`src/rtl/core/tfbo_pkg.sv`:
```
// Package for the triple frame buffer ownership tracker.
// Holds buffer count, owner codes, operation and status codes and register map.
// No dependencies.
package tfbo_pkg;

  localparam int NUM_BUFFERS = 3;
  localparam int IDX_W = 2;
  localparam int BYTES_W = 24;
  localparam int COUNT_W = 32;
  localparam int PADDR_W = 3;
  localparam int PDATA_W = 32;

  typedef logic [1:0] owner_t;
  typedef logic [1:0] func_t;
  typedef logic [1:0] status_t;
  typedef logic [IDX_W-1:0] index_t;

  localparam owner_t OWN_FREE    = 2'd0;
  localparam owner_t OWN_DMA     = 2'd1;
  localparam owner_t OWN_READY   = 2'd2;
  localparam owner_t OWN_READING = 2'd3;

  localparam func_t FUNC_GRANT   = 2'd0;
  localparam func_t FUNC_FINISH  = 2'd1;
  localparam func_t FUNC_ACQUIRE = 2'd2;
  localparam func_t FUNC_RELEASE = 2'd3;

  localparam status_t ST_OK       = 2'd0;
  localparam status_t ST_NONE     = 2'd1;
  localparam status_t ST_BADSTATE = 2'd2;
  localparam status_t ST_NOMATCH  = 2'd3;

  localparam index_t NO_INDEX = 2'd3;

  // Register select is address bit 2 (byte addresses 0 and 4).
  localparam logic REG_EXPECTED_BYTES = 1'b0;
  localparam logic REG_CAPTURE_EN     = 1'b1;

  localparam logic [BYTES_W-1:0] EXPECTED_BYTES_RESET = 24'd1280000;

endpackage

```
`src/rtl/core/triple_frame_buffer_ownership.sv`:
```
// Triple frame buffer ownership tracker: one operation register, ownership update and result
// register. Depends on tfbo_pkg.
// The operation register loads at the accepting edge and the result register loads from it
// once the result register is empty or being drained; a stalled waiting result holds it back.
// Throughput: one operation per cycle unless a waiting result is stalled; the owner registers and
// priority picks settle in the single compute stage between operation and result registers.
// Reset: synchronous; all buffers FREE, counters and last size zero, registers at defaults.
module triple_frame_buffer_ownership (
  input  logic                                clk,
  input  logic                                rst,
  input  logic                                in_valid,
  output logic                                in_stall,
  input  logic [1:0]                          func,
  input  logic [tfbo_pkg::IDX_W-1:0]          buffer_index,
  input  logic [tfbo_pkg::BYTES_W-1:0]        received_bytes,
  output logic                                out_valid,
  input  logic                                out_stall,
  output logic [1:0]                          status,
  output logic [tfbo_pkg::IDX_W-1:0]          granted_index,
  output logic [tfbo_pkg::BYTES_W-1:0]        granted_bytes,
  output logic [tfbo_pkg::COUNT_W-1:0]        frame_total,
  output logic [tfbo_pkg::COUNT_W-1:0]        bad_size_total,
  output logic [tfbo_pkg::BYTES_W-1:0]        last_size,
  output logic                                any_reading,
  input  logic                                psel,
  input  logic                                penable,
  input  logic                                pwrite,
  input  logic [tfbo_pkg::PADDR_W-1:0]        paddr,
  input  logic [tfbo_pkg::PDATA_W-1:0]        pwdata,
  output logic [tfbo_pkg::PDATA_W-1:0]        prdata,
  output logic                                pready
);

  // Configuration registers.
  logic [tfbo_pkg::BYTES_W-1:0] expected_bytes;
  logic                         capture_en;

  // Operation register.
  logic                         s1_valid;
  tfbo_pkg::func_t              s1_func;
  tfbo_pkg::index_t             s1_index;
  logic [tfbo_pkg::BYTES_W-1:0] s1_bytes;

  // Tracker state.
  tfbo_pkg::owner_t             owner      [tfbo_pkg::NUM_BUFFERS];
  tfbo_pkg::owner_t             owner_next [tfbo_pkg::NUM_BUFFERS];
  logic [tfbo_pkg::COUNT_W-1:0] frame_count;
  logic [tfbo_pkg::COUNT_W-1:0] frame_count_next;
  logic [tfbo_pkg::COUNT_W-1:0] bad_count;
  logic [tfbo_pkg::COUNT_W-1:0] bad_count_next;
  logic [tfbo_pkg::BYTES_W-1:0] last_frame_size;
  logic [tfbo_pkg::BYTES_W-1:0] last_frame_size_next;

  tfbo_pkg::status_t            status_next;
  tfbo_pkg::index_t             gidx_next;
  logic [tfbo_pkg::BYTES_W-1:0] gbytes_next;

  logic                         advance;
  logic                         do_step;
  logic                         cfg_write;
  logic [tfbo_pkg::NUM_BUFFERS-1:0] ready_vec;
  logic [tfbo_pkg::NUM_BUFFERS-1:0] reading_vec;

  assign pready    = 1'b1;
  assign cfg_write = psel && penable && pwrite;

  always_ff @(posedge clk) begin
    if (rst) begin
      expected_bytes <= tfbo_pkg::EXPECTED_BYTES_RESET;
      capture_en     <= 1'b0;
    end else if (cfg_write) begin
      unique case (paddr[2])
        tfbo_pkg::REG_EXPECTED_BYTES: expected_bytes <= pwdata[tfbo_pkg::BYTES_W-1:0];
        tfbo_pkg::REG_CAPTURE_EN:     capture_en     <= pwdata[0];
        default: ;
      endcase
    end
  end

  always_comb begin
    unique case (paddr[2])
      tfbo_pkg::REG_EXPECTED_BYTES:
        prdata = {{(tfbo_pkg::PDATA_W-tfbo_pkg::BYTES_W){1'b0}}, expected_bytes};
      tfbo_pkg::REG_CAPTURE_EN:
        prdata = {{(tfbo_pkg::PDATA_W-1){1'b0}}, capture_en};
      default: prdata = '0;
    endcase
  end

  // The compute stage moves whenever the result register is empty or being drained.
  assign advance  = !out_valid || !out_stall;
  assign in_stall = s1_valid && !advance;
  assign do_step  = s1_valid && advance;

  always_ff @(posedge clk) begin
    if (rst) begin
      s1_valid <= 1'b0;
    end else if (!in_stall) begin
      s1_valid <= in_valid;
    end
  end

  always_ff @(posedge clk) begin
    if (!in_stall) begin
      s1_func  <= func;
      s1_index <= buffer_index;
      s1_bytes <= received_bytes;
    end
  end

  always_comb begin
    logic             free_hit;
    logic             ready_hit;
    logic             idx_hit;
    tfbo_pkg::index_t free_pick;
    tfbo_pkg::index_t ready_pick;
    tfbo_pkg::owner_t idx_owner;
    logic             size_ok;

    free_hit   = 1'b0;
    ready_hit  = 1'b0;
    idx_hit    = 1'b0;
    free_pick  = tfbo_pkg::NO_INDEX;
    ready_pick = tfbo_pkg::NO_INDEX;
    idx_owner  = tfbo_pkg::OWN_FREE;
    size_ok    = (s1_bytes == expected_bytes);

    // Scan downward so the lowest matching buffer wins.
    for (int i = tfbo_pkg::NUM_BUFFERS - 1; i >= 0; i--) begin
      if (owner[i] == tfbo_pkg::OWN_FREE) begin
        free_hit  = 1'b1;
        free_pick = tfbo_pkg::IDX_W'(i);
      end
      if (owner[i] == tfbo_pkg::OWN_READY) begin
        ready_hit  = 1'b1;
        ready_pick = tfbo_pkg::IDX_W'(i);
      end
    end
    for (int i = 0; i < tfbo_pkg::NUM_BUFFERS; i++) begin
      if (s1_index == tfbo_pkg::IDX_W'(i)) begin
        idx_hit   = 1'b1;
        idx_owner = owner[i];
      end
    end

    owner_next      = owner;
    frame_count_next = frame_count;
    bad_count_next  = bad_count;
    last_frame_size_next = last_frame_size;
    status_next     = tfbo_pkg::ST_OK;
    gidx_next       = tfbo_pkg::NO_INDEX;
    gbytes_next     = '0;

    unique case (s1_func)
      tfbo_pkg::FUNC_GRANT: begin
        if (free_hit || ready_hit) begin
          gidx_next   = free_hit ? free_pick : ready_pick;
          gbytes_next = expected_bytes;
          for (int i = 0; i < tfbo_pkg::NUM_BUFFERS; i++) begin
            if (gidx_next == tfbo_pkg::IDX_W'(i)) begin
              owner_next[i] = tfbo_pkg::OWN_DMA;
            end
          end
        end else begin
          status_next = tfbo_pkg::ST_NONE;
        end
      end
      tfbo_pkg::FUNC_FINISH: begin
        frame_count_next = frame_count + 1'b1;
        last_frame_size_next = s1_bytes;
        if (!size_ok) begin
          bad_count_next = bad_count + 1'b1;
        end
        if (idx_hit && idx_owner == tfbo_pkg::OWN_DMA) begin
          // A complete frame becomes the only READY frame.
          for (int i = 0; i < tfbo_pkg::NUM_BUFFERS; i++) begin
            if (size_ok && owner[i] == tfbo_pkg::OWN_READY) begin
              owner_next[i] = tfbo_pkg::OWN_FREE;
            end
            if (s1_index == tfbo_pkg::IDX_W'(i)) begin
              owner_next[i] = size_ok ? tfbo_pkg::OWN_READY : tfbo_pkg::OWN_FREE;
            end
          end
        end else begin
          status_next = tfbo_pkg::ST_NOMATCH;
        end
      end
      tfbo_pkg::FUNC_ACQUIRE: begin
        if (!capture_en) begin
          status_next = tfbo_pkg::ST_BADSTATE;
        end else if (ready_hit) begin
          gidx_next   = ready_pick;
          gbytes_next = expected_bytes;
          for (int i = 0; i < tfbo_pkg::NUM_BUFFERS; i++) begin
            if (ready_pick == tfbo_pkg::IDX_W'(i)) begin
              owner_next[i] = tfbo_pkg::OWN_READING;
            end
          end
        end else begin
          status_next = tfbo_pkg::ST_NONE;
        end
      end
      tfbo_pkg::FUNC_RELEASE: begin
        if (idx_hit && idx_owner == tfbo_pkg::OWN_READING) begin
          for (int i = 0; i < tfbo_pkg::NUM_BUFFERS; i++) begin
            if (s1_index == tfbo_pkg::IDX_W'(i)) begin
              owner_next[i] = tfbo_pkg::OWN_FREE;
            end
          end
        end else begin
          status_next = tfbo_pkg::ST_NOMATCH;
        end
      end
      default: ;
    endcase
  end

  always_ff @(posedge clk) begin
    if (rst) begin
      for (int i = 0; i < tfbo_pkg::NUM_BUFFERS; i++) begin
        owner[i] <= tfbo_pkg::OWN_FREE;
      end
      frame_count <= '0;
      bad_count   <= '0;
      last_frame_size <= '0;
      out_valid   <= 1'b0;
    end else begin
      if (do_step) begin
        owner       <= owner_next;
        frame_count <= frame_count_next;
        bad_count   <= bad_count_next;
        last_frame_size <= last_frame_size_next;
      end
      if (advance) begin
        out_valid <= s1_valid;
      end
    end
  end

  always_ff @(posedge clk) begin
    if (do_step) begin
      status        <= status_next;
      granted_index <= gidx_next;
      granted_bytes <= gbytes_next;
    end
  end

  // The state only changes with a new result, so it doubles as the result's totals.
  always_comb begin
    for (int i = 0; i < tfbo_pkg::NUM_BUFFERS; i++) begin
      ready_vec[i]   = (owner[i] == tfbo_pkg::OWN_READY);
      reading_vec[i] = (owner[i] == tfbo_pkg::OWN_READING);
    end
  end

  assign frame_total    = frame_count;
  assign bad_size_total = bad_count;
  assign last_size      = last_frame_size;
  assign any_reading    = |reading_vec;

`ifndef SYNTHESIS
  // Finishing a good frame frees older READY frames, so at most one is ever READY.
  a_single_ready: assert property (@(posedge clk) disable iff (rst)
    $countones(ready_vec) <= 1)
    else $error("more than one buffer is READY");

  // A granted buffer always comes with an ok status.
  a_grant_ok: assert property (@(posedge clk) disable iff (rst)
    (out_valid && granted_index != tfbo_pkg::NO_INDEX) |-> (status == tfbo_pkg::ST_OK))
    else $error("buffer granted with a failing status");

  // A frame count step leaves the last size equal to the finished frame's byte count.
  a_last_size: assert property (@(posedge clk) disable iff (rst)
    (do_step && s1_func == tfbo_pkg::FUNC_FINISH) |=> (last_size == $past(s1_bytes)))
    else $error("last size not taken from the finished frame");
`endif

endmodule
```
`config.mk`:
```
export PLATFORM = sky130hd
export DESIGN_NAME = triple_frame_buffer_ownership
export DESIGN_NICKNAME = d
export VERILOG_FILES = /design/src/rtl/core/tfbo_pkg.sv /design/src/rtl/core/triple_frame_buffer_ownership.sv
export SDC_FILE = /design/constraint.sdc
export NUM_CORES = 1
export LEC_CHECK = 0
export ABC_AREA = 0
export BUFFER_PORTS_ARGS = -buffer_cell sky130_fd_sc_hd__buf_2
export CORE_MARGIN = 3
export CORE_UTILIZATION = 52
export CTS_CLUSTER_DIAMETER = 150
export DETAILED_ROUTE_END_ITERATION = 10
export GPL_ROUTABILITY_DRIVEN = 1
export GPL_TIMING_DRIVEN = 0
export HOLD_SLACK_MARGIN = 0.15
export PLACE_DENSITY = 0.87
export SLEW_MARGIN = 5
export SYNTH_ARGS = -nofsm -noshare
export SYNTH_HDL_FRONTEND = slang
export SYNTH_SLANG_ARGS = --single-unit
```
`constraint.sdc`:
```
create_clock -name clk -period 2.7 [get_ports clk]
set_input_delay 0.27 -clock clk [delete_from_list [all_inputs] [get_ports clk]]
set_output_delay 0.27 -clock clk [all_outputs]
set_load 0.01 [all_outputs]
```
==> flow_summary.ini <==
[status]
status = finished, violations left
failed_checks = design-rule violations

[timing]
max-slew-margin-rel_pct = 48.74
finalSetupViolCount = 0
fin_skew_ns = 0.01469
tightest_slew_ns = 0.7680
maxSlewViolCount = 0
hold_viol = 0
fin_hold_ws_ns = 0.2457
timing.final.crit_period_ns = 2.623
max_freq_mhz = 381.2
finalCritPeriodShare_pct = 97.16

[logic_synthesis]
synth_edf_count = 56
yosys_most_used_dff = dfxtp_1
ys_seq_area_share_pct = 52.67
syn-cell-area_um2 = 7792
syn_area_per_cell_um2 = 9.200
ys_async_sr_fraction_pct = 0
netlist_top_cells_area = dfxtp_1 (31%), edfxtp_1 (22%), nand2_1 (6.3%)
yosysTopAreaCellShare_pct = 31.09
yosys.cell_types.count = 57
postSynthCellCount = 847
synth_warnings = 0
synth_common_cells = nand2_1 (131), dfxtp_1 (121), a21oi_1 (86), edfxtp_1 (56), nor2_1 (50)
synth-seq-cells = 177
yosysMostFrequentCell = nand2_1
yosysTopAreaCell = dfxtp_1

[placement]
port-buffer-count = 200
dpl.hpwl_um = 16390
routabilityCongestion = 0.9357
place_area_um2 = 9055

[pwr]
totalPowerFinal_mw = 5.738
leakagePower_nw = 4.123
ir_worst_vdd_mv = 0.3904
powerDensity_nw_per_um2 = 559.1

[critical_path]
cpPeakStageDelay_ns = 0.74
crit_chain = xor2_1 > nor4_1 > nand4_1 > or4b_2 > a21bo_2 > a221oi_1
crit_start = s1_bytes[22]$_DFFE_PN_
slowest_stage = or4b_2
crit_required_ns = 3.03
crit_type = reg2reg
crit_arrival_ns = 2.96
timing.rr.start = s1_bytes[22]$_DFFE_PN_
cp-end-kind = register
start_kind = register
cp_max_fo = 4

[clock_tree]
clk_pin_slew_ns = 0.07
clk_latency_ns = 0.44
clock_path_buffers = 2
cts_sinks = 177
cts_tree = done
cts.htree.levels = 4
cts_made_buffers = 17
ctsRootBufferMaster = clkbuf_16

[floorplanning]
ios = 222
die_width_um = 128.4
dieArea_um2 = 16490
die_h_um = 128.4
start_util_pct = 53.41
rows = 44
core_area_um2 = 14590

[global_routing]
grt_max_degree = 34
grt_pass1_wl_um = 36940
grt_pass1_vias = 7081
grt_use_total_pct = 28.24
grt.overflow.total = 0
antenna_found_initial = 3

[final_layout]
multiInputGateArea_um2 = 3423
final_cell_area_um2 = 10260
fill_cells = 1019
final_util_pct = 70.34
ff_latch_area_um2 = 4106
syn2layout_area_growth_pct = 31.70
layout-drive-gt1-share_pct = 23.71
num-nets-final = 1202

[hold_path]
hold_path.startpoint = pwrite
hold_path.class = in2reg

[route]
dr_wl_met2_um = 11620
vias = 7577
drcViolationCount = 2
wl_met1_um = 9281
wl_per_cell_um = 18.09
routed_wl_um = 24100
top_layer_used = met4
dr_wl_met3_um = 2112
viasPerCell = 5.688
firstDrtPassIters = 8
drt_iter0_markers = 679
ant_nets = 0

[job]
maxCapViolations = 0
==> cell usage in the layout (no fill, tap or decap), drive strengths merged, types with 30 or more instances in the layout <==
cell           n
buf          215
nand2        131
dfxtp        121
a21oi         86
clkbuf        58
edfxtp        56
dlygate4sd3   54
nor2          50
xor2          35
o21ai         32
or3           32
inv           30
==> metal layers <==
| metal | GRT usage, % | vias to the layer above |
|---|---|---|
| li1 | - | 3505 |
| met1 | 34.83 | 3540 |
| met2 | 47.41 | 443 |
| met3 | 6.185 | 89 |
| met4 | 12.86 | 0 |
| met5 | 0 | - |
==> final timing paths <==
| check | cells after the start | slack [ns] | endpoint |
|---|---|---|---|
| min reg2reg | 2 | 0.46 | last_size[0]$_SDFFE_PP0P_ |
| max reg2reg | 6 | 0.08 | owner[0]$_SDFFE_PP0P_ |
| max | 6 | 0.08 | owner[0]$_SDFFE_PP0P_ |
| min | 4 | 0.25 | capture_en$_SDFFE_PP0P_ |
==> layout make-up <==
| cell class | count | area share (%) |
|---|---|---|
| well taps | 184 | 2.243 |
| multi-input cells | 601 | 33.36 |
| repair buffers | 257 | 15.24 |
| plain buffers | 52 | 2.292 |
| clock buffers | 18 | 4.182 |
| clock inverters | 14 | 1.634 |
| flip-flops and latches | 177 | 40.01 |
| inverters | 24 | 0.9144 |
| diodes | 5 | 0.1219 |
==> critical path, delay by kind of cell, from the launching register on <==
family          cells  cell delay (ns)
flops               1             0.42
compound gates      2             0.52
xor+xnor            1             0.18
simple gates        3             1.41
==> flip-flops by register name, indices dropped and copies added, names as in the netlist, 2 cells and up <==
register and flops:
owner 6, expected_bytes 24, last_size 24, s1_func 2, s1_index 2, granted_bytes 24
bad_size_total 32, s1_bytes 24, status 2, granted_index 2, frame_total 32
==> timing repair <==
item                       CTS  global route
buffers inserted             2             1
hold buffers                54             0
cloned                       0             0
pin swaps                    1             2
resized for setup            1            11
hold endpoints to repair    55             0
setup endpoints to repair   11            49
==> report_power, final <==
group / internal, mW / leakage, nW / switching, mW
combinational: 0.182 / 2.30 / 0.227
sequential: 2.81 / 1.53 / 0.0538
clock: 1.32 / 0.289 / 1.14
total: 4.32 / 4.12 / 1.42
==> kinds of logic after synthesis <==
kind of cell               after synthesis  share of synthesized area [%]
AOI/OAI and AO/OA                      158                          11.87
xor gates and xnor gates                56                          6.294
adders and majority gates                2                         0.3211
buffers and inverters                   76                          4.127
DFF                                    177                          52.67
muxes                                    6                         0.8189
other                                    2                        0.09638
and+or+nand+nor                        370                          23.81
==> per-stage QoR <==
step	worst slack [ns]	TNS, ns	cells
detailed placement	-0.07201	-0.4311	1238
global placement	-0.05843	-0.2904	1238
floorplan	0.3577	0	854
CTS	0.06213	0	1326
finish	0.07672	0	1332
global route	-0.002997	-0.002997	1330
(Power assumes the default switching activity.)
